===== config.mk =====
export PLATFORM = sky130hd
export DESIGN_NAME = rtd_rate_of_rise_heater_control_flat
export DESIGN_NICKNAME = d
export VERILOG_FILES = /design/src/rtl/rrh_pkg.sv /design/src/rtl/rrh_req_if.sv /design/src/rtl/rrh_rsp_if.sv /design/src/rtl/rtd_rate_of_rise_heater_control.sv /design/src/flat_wrapper.sv
export SDC_FILE = /design/constraint.sdc
export NUM_CORES = 2
export LEC_CHECK = 0
export ABC_AREA = 1
export BUFFER_PORTS_ARGS = -buffer_cell sky130_fd_sc_hd__buf_2
export CELL_PAD_IN_SITES_DETAIL_PLACEMENT = 0
export CELL_PAD_IN_SITES_GLOBAL_PLACEMENT = 2
export CORE_ASPECT_RATIO = 1.5
export CORE_MARGIN = 4
export CORE_UTILIZATION = 30
export DETAILED_ROUTE_END_ITERATION = 6
export GPL_TIMING_DRIVEN = 1
export PLACE_DENSITY_LB_ADDON = 0.1
export SLEW_MARGIN = 20
export SYNTH_ARGS = -nofsm -noshare
export SYNTH_HDL_FRONTEND = slang
export SYNTH_SLANG_ARGS = --single-unit

===== constraint.sdc =====
create_clock -name clock -period 10.6 [get_ports clock]
set_input_delay 2.12 -clock clock [delete_from_list [all_inputs] [get_ports clock]]
set_output_delay 2.12 -clock clock [all_outputs]
set_load 0.005 [all_outputs]

===== src/rtl/rrh_pkg.sv =====
package rrh_pkg;

   localparam int WINDOW_DEPTH = 11;
   localparam int FILL_W = $clog2(WINDOW_DEPTH + 1);
   localparam int WIN_IDX_W = (WINDOW_DEPTH > 1) ? $clog2(WINDOW_DEPTH) : 1;

   localparam logic [31:0] RAD_K1 = 32'd3516961778;
   localparam logic [27:0] RAD_K2 = 28'd231000000;
   localparam logic [27:0] DIV_SCALE = 28'd200000000;

   localparam logic [13:0] CVD_B = 14'd10000;
   localparam logic [39:0] CVD_A = 40'(39083) << 24;
   localparam logic [15:0] TEMP_MUL = 16'd25600;
   localparam logic [57:0] TEMP_RND = 58'(1155) << 23;
   localparam logic [10:0] TEMP_DIV = 11'd1155;

   localparam logic signed [33:0] X_LOW = -34'sd59136000;
   localparam logic signed [33:0] X_HIGH = 34'sd251329155;
   localparam logic signed [18:0] TEMP_MIN = -19'sd51200;
   localparam logic signed [18:0] TEMP_MAX = 19'sd217600;

   localparam int DIV_STEPS = 54;
   localparam int ROOT_STEPS = 27;
   localparam int TDIV_STEPS = 19;

   localparam logic [2:0] REG_TARGET = 3'd0;
   localparam logic [2:0] REG_GAIN = 3'd1;
   localparam logic [2:0] REG_DMIN = 3'd2;
   localparam logic [2:0] REG_DMAX = 3'd3;
   localparam logic [2:0] REG_RUN = 3'd4;

endpackage


===== src/rtl/rrh_req_if.sv =====
interface rrh_req_if;
   logic valid;
   logic ready;
   logic signed [15:0] adc_code;
   modport source(output valid, output adc_code, input ready);
   modport sink(input valid, input adc_code, output ready);
endinterface


===== src/rtl/rrh_rsp_if.sv =====
interface rrh_rsp_if;
   logic valid;
   logic ready;
   logic signed [18:0] temperature;
   logic signed [19:0] slope;
   logic [14:0] duty;
   logic window_full;
   modport source(output valid, output temperature, output slope, output duty,
                  output window_full, input ready);
   modport sink(input valid, input temperature, input slope, input duty,
                input window_full, output ready);
endinterface


===== src/rtl/rtd_rate_of_rise_heater_control.sv =====
// a sample runs through multiply, bit-serial divide, 27-step root, temperature divide,
// window, slope, gain and clamp; the divide is skipped when the radicand is not
// positive and the temperature divide when the temperature saturates
// one transaction at a time, taken only in idle; a waiting result is held
// synchronous active-high reset clears control, registers to defaults, window empty
module rtd_rate_of_rise_heater_control (
   input  logic               clock,
   input  logic               reset,
   rrh_req_if.sink            req_chan,
   rrh_rsp_if.source          rsp_chan,
   input  logic               csr_psel,
   input  logic               csr_penable,
   input  logic               csr_pwrite,
   input  logic [4:0]         csr_paddr,
   input  logic [31:0]        csr_pwdata,
   output logic [31:0]        csr_prdata,
   output logic               csr_pready
);

   localparam logic [3:0] S_IDLE   = 4'd0;
   localparam logic [3:0] S_MUL    = 4'd1;
   localparam logic [3:0] S_PREP   = 4'd2;
   localparam logic [3:0] S_DIV    = 4'd3;
   localparam logic [3:0] S_SQRT   = 4'd4;
   localparam logic [3:0] S_TMUL   = 4'd5;
   localparam logic [3:0] S_TMUL2  = 4'd6;
   localparam logic [3:0] S_TCLAMP = 4'd7;
   localparam logic [3:0] S_TDIV   = 4'd8;
   localparam logic [3:0] S_TFIN   = 4'd9;
   localparam logic [3:0] S_WIN    = 4'd10;
   localparam logic [3:0] S_SLOPE  = 4'd11;
   localparam logic [3:0] S_GMUL   = 4'd12;
   localparam logic [3:0] S_ACC    = 4'd13;

   logic [3:0] state_ff, state_in;
   logic [5:0] cnt_ff, cnt_in;
   logic signed [15:0] code_ff, code_in;
   logic [48:0] prod_a_ff, prod_a_in;
   logic [43:0] prod_b_ff, prod_b_in;
   logic [43:0] dvsr_ff, dvsr_in;
   logic [43:0] rem_ff, rem_in;
   logic [53:0] dvd_ff, dvd_in;
   logic [53:0] dq_ff, dq_in;
   logic [27:0] rt_rem_ff, rt_rem_in;
   logic [26:0] root_ff, root_in;
   logic signed [41:0] tv_ff, tv_in;
   logic signed [33:0] x_ff, x_in;
   logic [10:0] trem_ff, trem_in;
   logic [18:0] ty_ff, ty_in;
   logic [18:0] tq_ff, tq_in;
   logic signed [18:0] temp_ff, temp_in;
   logic signed [18:0] win_ff [rrh_pkg::WINDOW_DEPTH];
   logic signed [18:0] win_in [rrh_pkg::WINDOW_DEPTH];
   logic [rrh_pkg::FILL_W-1:0] fill_ff, fill_in;
   logic signed [19:0] slope_ff, slope_in;
   logic signed [20:0] diff_ff, diff_in;
   logic signed [31:0] gprod_ff, gprod_in;
   logic [14:0] acc_ff, acc_in;

   logic rsp_valid_ff, rsp_valid_in;
   logic signed [18:0] rsp_temp_ff, rsp_temp_in;
   logic signed [19:0] rsp_slope_ff, rsp_slope_in;
   logic [14:0] rsp_duty_ff, rsp_duty_in;
   logic rsp_full_ff, rsp_full_in;

   logic signed [15:0] target_ff;
   logic [9:0] gain_ff;
   logic [14:0] dmin_ff, dmax_ff;
   logic run_ff;

   logic [15:0] u_val;
   logic [16:0] n_val;
   logic signed [49:0] num;
   logic [44:0] dtrial;
   logic [29:0] rtrial, rsub;
   logic [40:0] m_val;
   logic signed [57:0] p_val;
   logic signed [33:0] y_val;
   logic [11:0] ttrial;
   logic [rrh_pkg::WIN_IDX_W-1:0] old_idx;
   logic signed [33:0] acc_full;
   logic window_full;
   logic [44:0] dvsr_full;
   logic [19:0] temp_wide;
   logic cfg_write;

   assign req_chan.ready = (state_ff == S_IDLE);
   assign rsp_chan.valid = rsp_valid_ff;
   assign rsp_chan.temperature = rsp_temp_ff;
   assign rsp_chan.slope = rsp_slope_ff;
   assign rsp_chan.duty = rsp_duty_ff;
   assign rsp_chan.window_full = rsp_full_ff;

   assign csr_pready = 1'b1;
   assign cfg_write = csr_psel && csr_penable && csr_pwrite;

   always_comb begin
      case (csr_paddr[4:2])
         rrh_pkg::REG_TARGET: csr_prdata = {16'd0, target_ff};
         rrh_pkg::REG_GAIN:   csr_prdata = {22'd0, gain_ff};
         rrh_pkg::REG_DMIN:   csr_prdata = {17'd0, dmin_ff};
         rrh_pkg::REG_DMAX:   csr_prdata = {17'd0, dmax_ff};
         rrh_pkg::REG_RUN:    csr_prdata = {31'd0, run_ff};
         default:             csr_prdata = 32'd0;
      endcase
   end

   always_ff @(posedge clock) begin
      if (reset) begin
         target_ff <= 16'sd43;
         gain_ff <= 10'd60;
         dmin_ff <= 15'd0;
         dmax_ff <= 15'd25600;
         run_ff <= 1'b0;
      end else if (cfg_write) begin
         case (csr_paddr[4:2])
            rrh_pkg::REG_TARGET: target_ff <= csr_pwdata[15:0];
            rrh_pkg::REG_GAIN:   gain_ff <= csr_pwdata[9:0];
            rrh_pkg::REG_DMIN:   dmin_ff <= csr_pwdata[14:0];
            rrh_pkg::REG_DMAX:   dmax_ff <= csr_pwdata[14:0];
            rrh_pkg::REG_RUN:    run_ff <= csr_pwdata[0];
            default: ;
         endcase
      end
   end

   always_comb begin
      state_in = state_ff;
      cnt_in = cnt_ff;
      code_in = code_ff;
      prod_a_in = prod_a_ff;
      prod_b_in = prod_b_ff;
      dvsr_in = dvsr_ff;
      rem_in = rem_ff;
      dvd_in = dvd_ff;
      dq_in = dq_ff;
      rt_rem_in = rt_rem_ff;
      root_in = root_ff;
      tv_in = tv_ff;
      x_in = x_ff;
      trem_in = trem_ff;
      ty_in = ty_ff;
      tq_in = tq_ff;
      temp_in = temp_ff;
      win_in = win_ff;
      fill_in = fill_ff;
      slope_in = slope_ff;
      diff_in = diff_ff;
      gprod_in = gprod_ff;
      acc_in = acc_ff;
      rsp_valid_in = rsp_valid_ff && !rsp_chan.ready;
      rsp_temp_in = rsp_temp_ff;
      rsp_slope_in = rsp_slope_ff;
      rsp_duty_in = rsp_duty_ff;
      rsp_full_in = rsp_full_ff;

      // u = code + 32768, n = 65536 - u
      u_val = {~code_ff[15], code_ff[14:0]};
      n_val = 17'h10000 - {1'b0, u_val};
      num = $signed({1'b0, prod_a_ff}) - $signed({6'd0, prod_b_ff});
      dtrial = {rem_ff, dvd_ff[53]};
      rtrial = {rt_rem_ff, dq_ff[53:52]};
      rsub = {1'b0, root_ff, 2'b01};
      m_val = 41'(rrh_pkg::CVD_B * root_ff);
      p_val = 58'(tv_ff * $signed({1'b0, rrh_pkg::TEMP_MUL}))
              + $signed(rrh_pkg::TEMP_RND);
      y_val = x_ff - rrh_pkg::X_LOW;
      ttrial = {trem_ff, ty_ff[18]};
      old_idx = rrh_pkg::WIN_IDX_W'(fill_ff - 1'b1);
      acc_full = $signed({19'd0, acc_ff}) - 34'(gprod_ff);
      window_full = (fill_ff == rrh_pkg::FILL_W'(rrh_pkg::WINDOW_DEPTH));
      dvsr_full = 45'(rrh_pkg::DIV_SCALE * n_val);
      temp_wide = {1'b0, tq_ff} + 20'(rrh_pkg::TEMP_MIN);

      case (state_ff)
         S_IDLE: begin
            if (req_chan.valid) begin
               code_in = req_chan.adc_code;
               state_in = S_MUL;
            end
         end
         S_MUL: begin
            prod_a_in = 49'(rrh_pkg::RAD_K1 * n_val);
            prod_b_in = 44'(rrh_pkg::RAD_K2 * u_val);
            dvsr_in = dvsr_full[43:0];
            state_in = S_PREP;
         end
         S_PREP: begin
            dq_in = 54'd0;
            rt_rem_in = 28'd0;
            root_in = 27'd0;
            if (num > 50'sd0) begin
               rem_in = {2'b00, num[47:6]};
               dvd_in = {num[5:0], 48'd0};
               cnt_in = 6'(rrh_pkg::DIV_STEPS);
               state_in = S_DIV;
            end else begin
               cnt_in = 6'(rrh_pkg::ROOT_STEPS);
               state_in = S_SQRT;
            end
         end
         S_DIV: begin
            if (dtrial >= {1'b0, dvsr_ff}) begin
               rem_in = 44'(dtrial - {1'b0, dvsr_ff});
               dq_in = {dq_ff[52:0], 1'b1};
            end else begin
               rem_in = dtrial[43:0];
               dq_in = {dq_ff[52:0], 1'b0};
            end
            dvd_in = {dvd_ff[52:0], 1'b0};
            cnt_in = cnt_ff - 6'd1;
            if (cnt_ff == 6'd1) begin
               cnt_in = 6'(rrh_pkg::ROOT_STEPS);
               state_in = S_SQRT;
            end
         end
         S_SQRT: begin
            // two radicand bits per step
            if (rtrial >= rsub) begin
               rt_rem_in = 28'(rtrial - rsub);
               root_in = {root_ff[25:0], 1'b1};
            end else begin
               rt_rem_in = rtrial[27:0];
               root_in = {root_ff[25:0], 1'b0};
            end
            dq_in = {dq_ff[51:0], 2'b00};
            cnt_in = cnt_ff - 6'd1;
            if (cnt_ff == 6'd1) state_in = S_TMUL;
         end
         S_TMUL: begin
            tv_in = $signed({2'b00, rrh_pkg::CVD_A}) - $signed({1'b0, m_val});
            state_in = S_TMUL2;
         end
         S_TMUL2: begin
            x_in = p_val[57:24];
            state_in = S_TCLAMP;
         end
         S_TCLAMP: begin
            tq_in = 19'd0;
            if (x_ff < rrh_pkg::X_LOW) begin
               temp_in = rrh_pkg::TEMP_MIN;
               state_in = S_WIN;
            end else if (x_ff >= rrh_pkg::X_HIGH) begin
               temp_in = rrh_pkg::TEMP_MAX;
               state_in = S_WIN;
            end else begin
               trem_in = {1'b0, y_val[28:19]};
               ty_in = y_val[18:0];
               cnt_in = 6'(rrh_pkg::TDIV_STEPS);
               state_in = S_TDIV;
            end
         end
         S_TDIV: begin
            if (ttrial >= {1'b0, rrh_pkg::TEMP_DIV}) begin
               trem_in = 11'(ttrial - {1'b0, rrh_pkg::TEMP_DIV});
               tq_in = {tq_ff[17:0], 1'b1};
            end else begin
               trem_in = ttrial[10:0];
               tq_in = {tq_ff[17:0], 1'b0};
            end
            ty_in = {ty_ff[17:0], 1'b0};
            cnt_in = cnt_ff - 6'd1;
            if (cnt_ff == 6'd1) state_in = S_TFIN;
         end
         S_TFIN: begin
            temp_in = temp_wide[18:0];
            state_in = S_WIN;
         end
         S_WIN: begin
            for (int i = rrh_pkg::WINDOW_DEPTH - 1; i > 0; i--) win_in[i] = win_ff[i-1];
            win_in[0] = temp_ff;
            if (!window_full) fill_in = fill_ff + 1'b1;
            state_in = S_SLOPE;
         end
         S_SLOPE: begin
            slope_in = 20'(win_ff[0]) - 20'(win_ff[old_idx]);
            diff_in = 21'(win_ff[0]) - 21'(win_ff[old_idx]) - 21'(target_ff);
            state_in = S_GMUL;
         end
         S_GMUL: begin
            gprod_in = 32'($signed({1'b0, gain_ff}) * diff_ff);
            state_in = S_ACC;
         end
         S_ACC: begin
            if (!rsp_valid_ff || rsp_chan.ready) begin
               // upper clamp wins when the limits cross
               if (acc_full > $signed({19'd0, dmax_ff})) acc_in = dmax_ff;
               else if (acc_full < $signed({19'd0, dmin_ff})) acc_in = dmin_ff;
               else acc_in = acc_full[14:0];
               rsp_valid_in = 1'b1;
               rsp_temp_in = temp_ff;
               rsp_slope_in = slope_ff;
               rsp_full_in = window_full;
               rsp_duty_in = (window_full && run_ff) ? acc_in : 15'd0;
               state_in = S_IDLE;
            end
         end
         default: state_in = S_IDLE;
      endcase
   end

   always_ff @(posedge clock) begin
      if (reset) begin
         state_ff <= S_IDLE;
         cnt_ff <= 6'd0;
         fill_ff <= '0;
         acc_ff <= 15'd0;
         rsp_valid_ff <= 1'b0;
         for (int i = 0; i < rrh_pkg::WINDOW_DEPTH; i++) win_ff[i] <= 19'sd0;
      end else begin
         state_ff <= state_in;
         cnt_ff <= cnt_in;
         fill_ff <= fill_in;
         acc_ff <= acc_in;
         rsp_valid_ff <= rsp_valid_in;
         win_ff <= win_in;
      end
   end

   always_ff @(posedge clock) begin
      code_ff <= code_in;
      prod_a_ff <= prod_a_in;
      prod_b_ff <= prod_b_in;
      dvsr_ff <= dvsr_in;
      rem_ff <= rem_in;
      dvd_ff <= dvd_in;
      dq_ff <= dq_in;
      rt_rem_ff <= rt_rem_in;
      root_ff <= root_in;
      tv_ff <= tv_in;
      x_ff <= x_in;
      trem_ff <= trem_in;
      ty_ff <= ty_in;
      tq_ff <= tq_in;
      temp_ff <= temp_in;
      slope_ff <= slope_in;
      diff_ff <= diff_in;
      gprod_ff <= gprod_in;
      rsp_temp_ff <= rsp_temp_in;
      rsp_slope_ff <= rsp_slope_in;
      rsp_duty_ff <= rsp_duty_in;
      rsp_full_ff <= rsp_full_in;
   end

endmodule


===== src/flat_wrapper.sv =====
// flat-port wrapper written by rule: the top's interface ports become plain ports
module rtd_rate_of_rise_heater_control_flat 
  (clock, reset, csr_psel, csr_penable, csr_pwrite, csr_paddr, csr_pwdata, csr_prdata, csr_pready, req_chan_valid, req_chan_adc_code, req_chan_ready, rsp_chan_valid, rsp_chan_temperature, rsp_chan_slope, rsp_chan_duty, rsp_chan_window_full, rsp_chan_ready);
  rrh_req_if req_chan_i ();
  rrh_rsp_if rsp_chan_i ();
  input  logic clock;
  input  logic reset;
  input  logic csr_psel;
  input  logic csr_penable;
  input  logic csr_pwrite;
  input  logic [4:0] csr_paddr;
  input  logic [31:0] csr_pwdata;
  output logic [31:0] csr_prdata;
  output logic csr_pready;
  input wire logic [$bits(req_chan_i.valid)-1:0] req_chan_valid;
  input wire logic [$bits(req_chan_i.adc_code)-1:0] req_chan_adc_code;
  output wire logic [$bits(req_chan_i.ready)-1:0] req_chan_ready;
  output wire logic [$bits(rsp_chan_i.valid)-1:0] rsp_chan_valid;
  output wire logic [$bits(rsp_chan_i.temperature)-1:0] rsp_chan_temperature;
  output wire logic [$bits(rsp_chan_i.slope)-1:0] rsp_chan_slope;
  output wire logic [$bits(rsp_chan_i.duty)-1:0] rsp_chan_duty;
  output wire logic [$bits(rsp_chan_i.window_full)-1:0] rsp_chan_window_full;
  input wire logic [$bits(rsp_chan_i.ready)-1:0] rsp_chan_ready;
  assign req_chan_i.valid = req_chan_valid;
  assign req_chan_i.adc_code = req_chan_adc_code;
  assign req_chan_ready = req_chan_i.ready;
  assign rsp_chan_valid = rsp_chan_i.valid;
  assign rsp_chan_temperature = rsp_chan_i.temperature;
  assign rsp_chan_slope = rsp_chan_i.slope;
  assign rsp_chan_duty = rsp_chan_i.duty;
  assign rsp_chan_window_full = rsp_chan_i.window_full;
  assign rsp_chan_i.ready = rsp_chan_ready;
  rtd_rate_of_rise_heater_control u_core (.clock(clock), .reset(reset), .req_chan(req_chan_i), .rsp_chan(rsp_chan_i), .csr_psel(csr_psel), .csr_penable(csr_penable), .csr_pwrite(csr_pwrite), .csr_paddr(csr_paddr), .csr_pwdata(csr_pwdata), .csr_prdata(csr_prdata), .csr_pready(csr_pready));
endmodule

-- Word level (Yosys, flattened, before mapping)
Cells that the tools add are included.
- add/sub/neg operators: 16
- multipliers: 6
- magnitude comparators: 9
- muxes and demuxes: 45
- bitwise gates (word level): 3
- reduce and logical (&&, ||, !) cells: 29
- equal/unequal tests: 28
- operators with widths (cell ; count):
    54-bit one-hot mux with 3 select lines ; 1
    19-bit 2-to-1 mux ; 6
    19-bit one-hot mux with 2 select lines ; 3
    54-bit one-hot mux with 2 select lines ; 1
    44-bit 2-to-1 mux ; 2
    44-bit one-hot mux with 2 select lines ; 1
    16-bit one-hot mux with 5 select lines ; 1
    19-bit binary-select mux with 4-bit select ; 1
    58-bit by 35-bit adder with 58-bit output (second input constant) ; 1
    28-bit one-hot mux with 2 select lines ; 1
    4-bit one-hot mux with 14 select lines ; 1
    54-bit 2-to-1 mux ; 1
    27-bit one-hot mux with 2 select lines ; 1
    50-bit by 1-bit greater-than comparator with 1-bit output (second input constant) ; 1
    49-bit by 44-bit subtractor with 50-bit output ; 1
    31-bit by 17-bit multiplier with 48-bit output (first input constant) ; 1
    42-bit by 6-bit multiplier with 48-bit output (second input constant) ; 1
    45-bit by 44-bit greater-or-equal comparator with 1-bit output ; 1
    44-bit subtractor ; 1
    40-bit by 41-bit subtractor with 42-bit output (first input constant) ; 1
    19-bit by 19-bit subtractor with 20-bit output ; 2
    22-bit by 16-bit multiplier with 38-bit output (first input constant) ; 1
    10-bit by 27-bit multiplier with 37-bit output (first input constant) ; 1
    19-bit by 17-bit multiplier with 35-bit output (first input constant) ; 1
    other kinds (53) ; 103
- register bits: 912
- logic and storage cells: 179

-- Longest topological paths before layout
- depth in word-level cells: 7
- gate-level depth with buffers: 32
- mapped depth without buffers: 32

-- Worst setup path before layout
OpenSTA, ideal clock, no wires.
- path type: reg-to-reg
- from: reg u_core.code_ff[0]
- to: reg u_core.dvsr_ff[42], data pin
- arrival: 7.701 ns
- period minus slack after synthesis: 7.964 ns
- data required time: 10.338 ns
- path slack: 2.636 ns
- cell stages (with the launch flop): 31
- path through: edfxtp_1 -> clkbuf_1 -> inv_1 -> ha_1 -> nand2_1 -> nor2_1 -> nand4_1 -> nor2_1 -> nand2_1 -> xor2_1 -> inv_1 -> fa_1 -> inv_1 -> fa_1 -> inv_1 -> fa_1 -> inv_1 -> fa_1 -> fa_1 -> fa_1 -> ha_1 -> nand2_1 -> nor4_1 -> o21ai_0 -> nand3_1 -> nand2_1 -> o211ai_1 -> a21oi_1 -> o21ai_0 -> a21oi_1 -> xor2_1
- word-level cells in the longest chain between the ends: 2
- RTL lines (item ; line ; RTL):
    start: declaration ; rtd_rate_of_rise_heater_control.sv:37 ; logic signed [15:0] code_ff, code_in;
    start signal: assignment ; rtd_rate_of_rise_heater_control.sv:321 ; code_ff <= code_in;
    17-bit by 16-bit subtractor with 17-bit output ; rtd_rate_of_rise_heater_control.sv:159 ; n_val = 17'h10000 - {1'b0, u_val};
    19-bit by 17-bit multiplier with 35-bit output ; rtd_rate_of_rise_heater_control.sv:172 ; dvsr_full = 45'(rrh_pkg::DIV_SCALE * n_val);
    named net u_core.dvsr_full[42] ; rtd_rate_of_rise_heater_control.sv:83 ; logic [44:0] dvsr_full;
    end signal: assignment ; rtd_rate_of_rise_heater_control.sv:324 ; dvsr_ff <= dvsr_in;
    end: declaration ; rtd_rate_of_rise_heater_control.sv:40 ; logic [43:0] dvsr_ff, dvsr_in;
The timed path passes the listed nets, and every way through them passes these cells.
A chain may end at the register's enable or synchronous reset.

-- Final worst setup path
- from: reg u_core.code_ff[3]
- to: reg u_core.dvsr_ff[42], data pin
The elaborated chain is that of the path after synthesis.

==> summary.txt <==
Die
  • Core Box Area: 0.2784 mm²
  • Row cnt: 237
  • Die Wd: 440.3 µm
  • Die area: 0.2890 mm²
  • Ports: 150
  • Die height: 656.4 µm
  • Initial Utilization: 30.20%

Synthesis
  • Ys async rst share: 0%
  • Synthesized flop and latch total: 854
  • Syn Inst Count: 10440
  • Ys flop type: edfxtp_1
  • Seq/Total Area, Yosys: 26.97%
  • Yosys warns: 0
  • Netlist cell types: 68
  • Post-Syn Area: 0.08408 mm²
  • Post-synth EDFFs: 558
  • Synthesized area per cell: 8.053 µm²

Timing
  • PnR worst setup slack: 1616 ps
  • Final Max Slew Viols: 0
  • Final period util: 84.75%
  • Slew @ Worst Pin: 1097 ps
  • Rel. slew slack: 26.86%
  • Setup Skew: 77.97 ps
  • Minimum clock period: 8984 ps
  • Hold Violations, Final: 0
  • Final setup fails: 0
  • Fmax: 111.3 MHz
  • TNS Setup: 0 ps
  • Unrepaired setup endpoints after global routing: false

Cells and area
  • Area grow syn2layout: 10.29%
  • Most frequent cells in the layout: inv_1, nand2_1, nor2_1
  • FF/Latch Area: 0.02269 mm²
  • Multi-input gate area: 0.05221 mm²
  • Number of fill cells in the layout: 29730
  • Share of post-route cells with drive strength above 1: 4.372%
  • Commonest non-fill, non-tap cell in the layout: inv_1
  • Post-layout nets: 12190

Place
  • Post-DP HPWL: 240600 µm
  • Port bufs: 114
  • Placer congestion estimate: 0.8618
  • Pre-CTS WS: 1478 ps

Global route
  • First-pass GRT wire length: 440300 µm
  • Number of global-route vias before repair: 71250
  • Total grt overflow: 0
  • Largest net degree at the start of global routing: 178
  • Initial antenna violation count: 6
  • Overall Global Routing Usage: 19.99%

Routing
  • TritonRoute pass-1 iters: 6
  • DR WL/cell: 20.34 µm
  • Via-per-instance ratio: 4.683
  • Final WL: 290800 µm
  • DRT iter0 DRCs: 2863
  • Antenna-violating nets left: 0
  • Vias: 66950
  • DR DRC count: 0

CTS
  • Htree depth: 3
  • CTS max path bufs: 3
  • CTS tree: done
  • Hold buffers post-CTS: 0
  • Clock sink count: 854
  • Post-CTS Setup Bufs: 0
  • CTS clk-pin slew, worst paths: 70 ps
  • TritonCTS Buffers: 105
  • Worst skew pair latency: 790 ps
  • Root buf cell: clkbuf_16
  • Post_cts resized: 0

Hold path
  • Worst hold start: u_core.slope_ff[13]$_DFFE_PP_
  • Worst hold path class: register to register

Setup path
  • Crit. Startpoint: u_core.code_ff[3]$_DFFE_PP_
  • Crit path kind: register to register
  • Critical path required time: 11080 ps
  • Critical Path Max Stage Delay: 630 ps
  • Slowest library cell on the worst path: xor2_1
  • Worst EP arrival: 9460 ps
  • R2r startpoint: u_core.code_ff[3]$_DFFE_PP_
  • CP endpoint kind: register
  • Crit-path max FO: 9
  • CP Launch Type: register

Outcome
  • Outcome: finished, final reports clean

Run
  • Maxcap violations: 0
==> area by class of cell <==
type / instances / share of cell area [%]
antenna: 3 / 0.008095
multi-input combinational: 7126 / 56.30
tap: 3704 / 4.997
clock inverter: 76 / 1.031
timing repair buffer: 187 / 1.220
sequential: 854 / 24.46
clock buffer: 120 / 2.952
inverter: 2227 / 9.030
==> layer usage <==
layer	vias up	global-route usage [%]	wire (µm)
met4	0	7.391	12360
met2	945	41.06	166300
met5	-	0	0
li1	33350	-	-
met3	419	1.594	6248
met1	32240	20.44	105900
==> cell families (layout without fill, tap and decap cells) <==
family / count (synthesis) / in the layout / share of synthesized area, %
AO/OA/AOI/OAI: 1627 / 1627 / 10.73
flip-flops: 854 / 854 / 26.97
other: 2 / 20 / 0.008932
buffers and inverters: 2476 / 2610 / 11.16
XOR/XNOR: 397 / 397 / 4.198
AND/OR/NAND/NOR: 3460 / 3460 / 16.71
multiplexers: 1 / 1 / 0.01339
adder cells (fa/ha/maj): 1624 / 1624 / 30.21
==> through the flow <==
stage                     util, %  cells  hold slack, ps  instance area, µm²
after floorplan                 -  10460           400.3               84140
after global placement      31.96  14100           405.6               88990
after detailed placement    31.96  14100           404.5               89000
after CTS                   33.29  14290           408.5               92690
after global routing        33.31  14300           415.4               92740
final                       33.31  14300           409.6               92740
==> worst max-delay path: cells and delay by family (launching register included) <==
| kind | cells | cell delay (ps) |
|---|---|---|
| AO/OA/AOI/OAI | 4 | 560 |
| XOR/XNOR | 2 | 780 |
| adder cells (fa/ha/maj) | 8 | 3710 |
| buffers and inverters | 5 | 1190 |
| flip-flops | 1 | 600 |
| AND/OR/NAND/NOR | 10 | 1860 |
==> sequential cells by signal, summed over array words and instances, names as in the netlist, 16 cells and up <==
signal / count
u_core.rem_ff: 44
u_core.rsp_chan.slope: 20
u_core.gprod_ff: 32
u_core.rt_rem_ff: 28
u_core.slope_ff: 20
u_core.temp_ff: 19
u_core.dvsr_ff: 32
u_core.prod_a_ff: 48
u_core.win_ff: 209
u_core.root_ff: 27
u_core.dq_ff: 54
u_core.target_ff: 16
u_core.prod_b_ff: 36
u_core.tv_ff: 38
u_core.x_ff: 34
u_core.rsp_chan.temperature: 19
u_core.diff_ff: 21
u_core.ty_ff: 19
u_core.tq_ff: 19
u_core.code_ff: 16
==> cells in the mapped netlist, types with 7 or more instances <==
master / instances / area [µm²]
inv_1: 2214 / 8310
nand2_1: 1723 / 6467
nor2_1: 1152 / 4324
ha_1: 947 / 11850
fa_1: 677 / 13550
o21ai_0: 655 / 3278
a21oi_1: 578 / 2893
edfxtp_1: 558 / 16760
nand3_1: 320 / 1602
dfxtp_1: 296 / 5926
xor2_1: 256 / 2242
clkbuf_1: 209 / 784.5
xnor2_1: 134 / 1174
nand4_1: 80 / 500.5
o22ai_1: 75 / 469.2
nor3_1: 69 / 345.3
a31oi_1: 54 / 337.8
o211ai_1: 40 / 300.3
o21a_1: 37 / 277.8
o221ai_1: 31 / 271.5
nor4_1: 29 / 181.4
o21bai_1: 28 / 210.2
a21o_1: 25 / 187.7
nand2_2: 23 / 143.9
nand3b_1: 21 / 157.7
o21ai_1: 21 / 105.1
buf_4: 17 / 127.6
nor2_2: 13 / 81.33
o2111ai_1: 13 / 113.9
a21boi_0: 12 / 90.09
buf_2: 11 / 55.05
a22oi_1: 10 / 75.07
buf_1: 9 / 33.78
inv_2: 9 / 33.78
a211oi_1: 8 / 60.06
o31ai_1: 8 / 60.06
xor2_2: 7 / 113.9
==> final timing paths <==
path | endpoint | slack, ps | cells after the start
setup / recovery | u_core.dvsr_ff[42]$_DFFE_PP_ | 1620 | 29
hold / removal | u_core.rsp_chan.slope[13]$_DFFE_PP_ | 410 | 0
setup reg to reg | u_core.dvsr_ff[42]$_DFFE_PP_ | 1620 | 29
hold reg to reg | u_core.rsp_chan.slope[13]$_DFFE_PP_ | 410 | 0
Power is not shown: default switching activity piles up to over one toggle a cycle in this logic, so the estimate is an artifact.
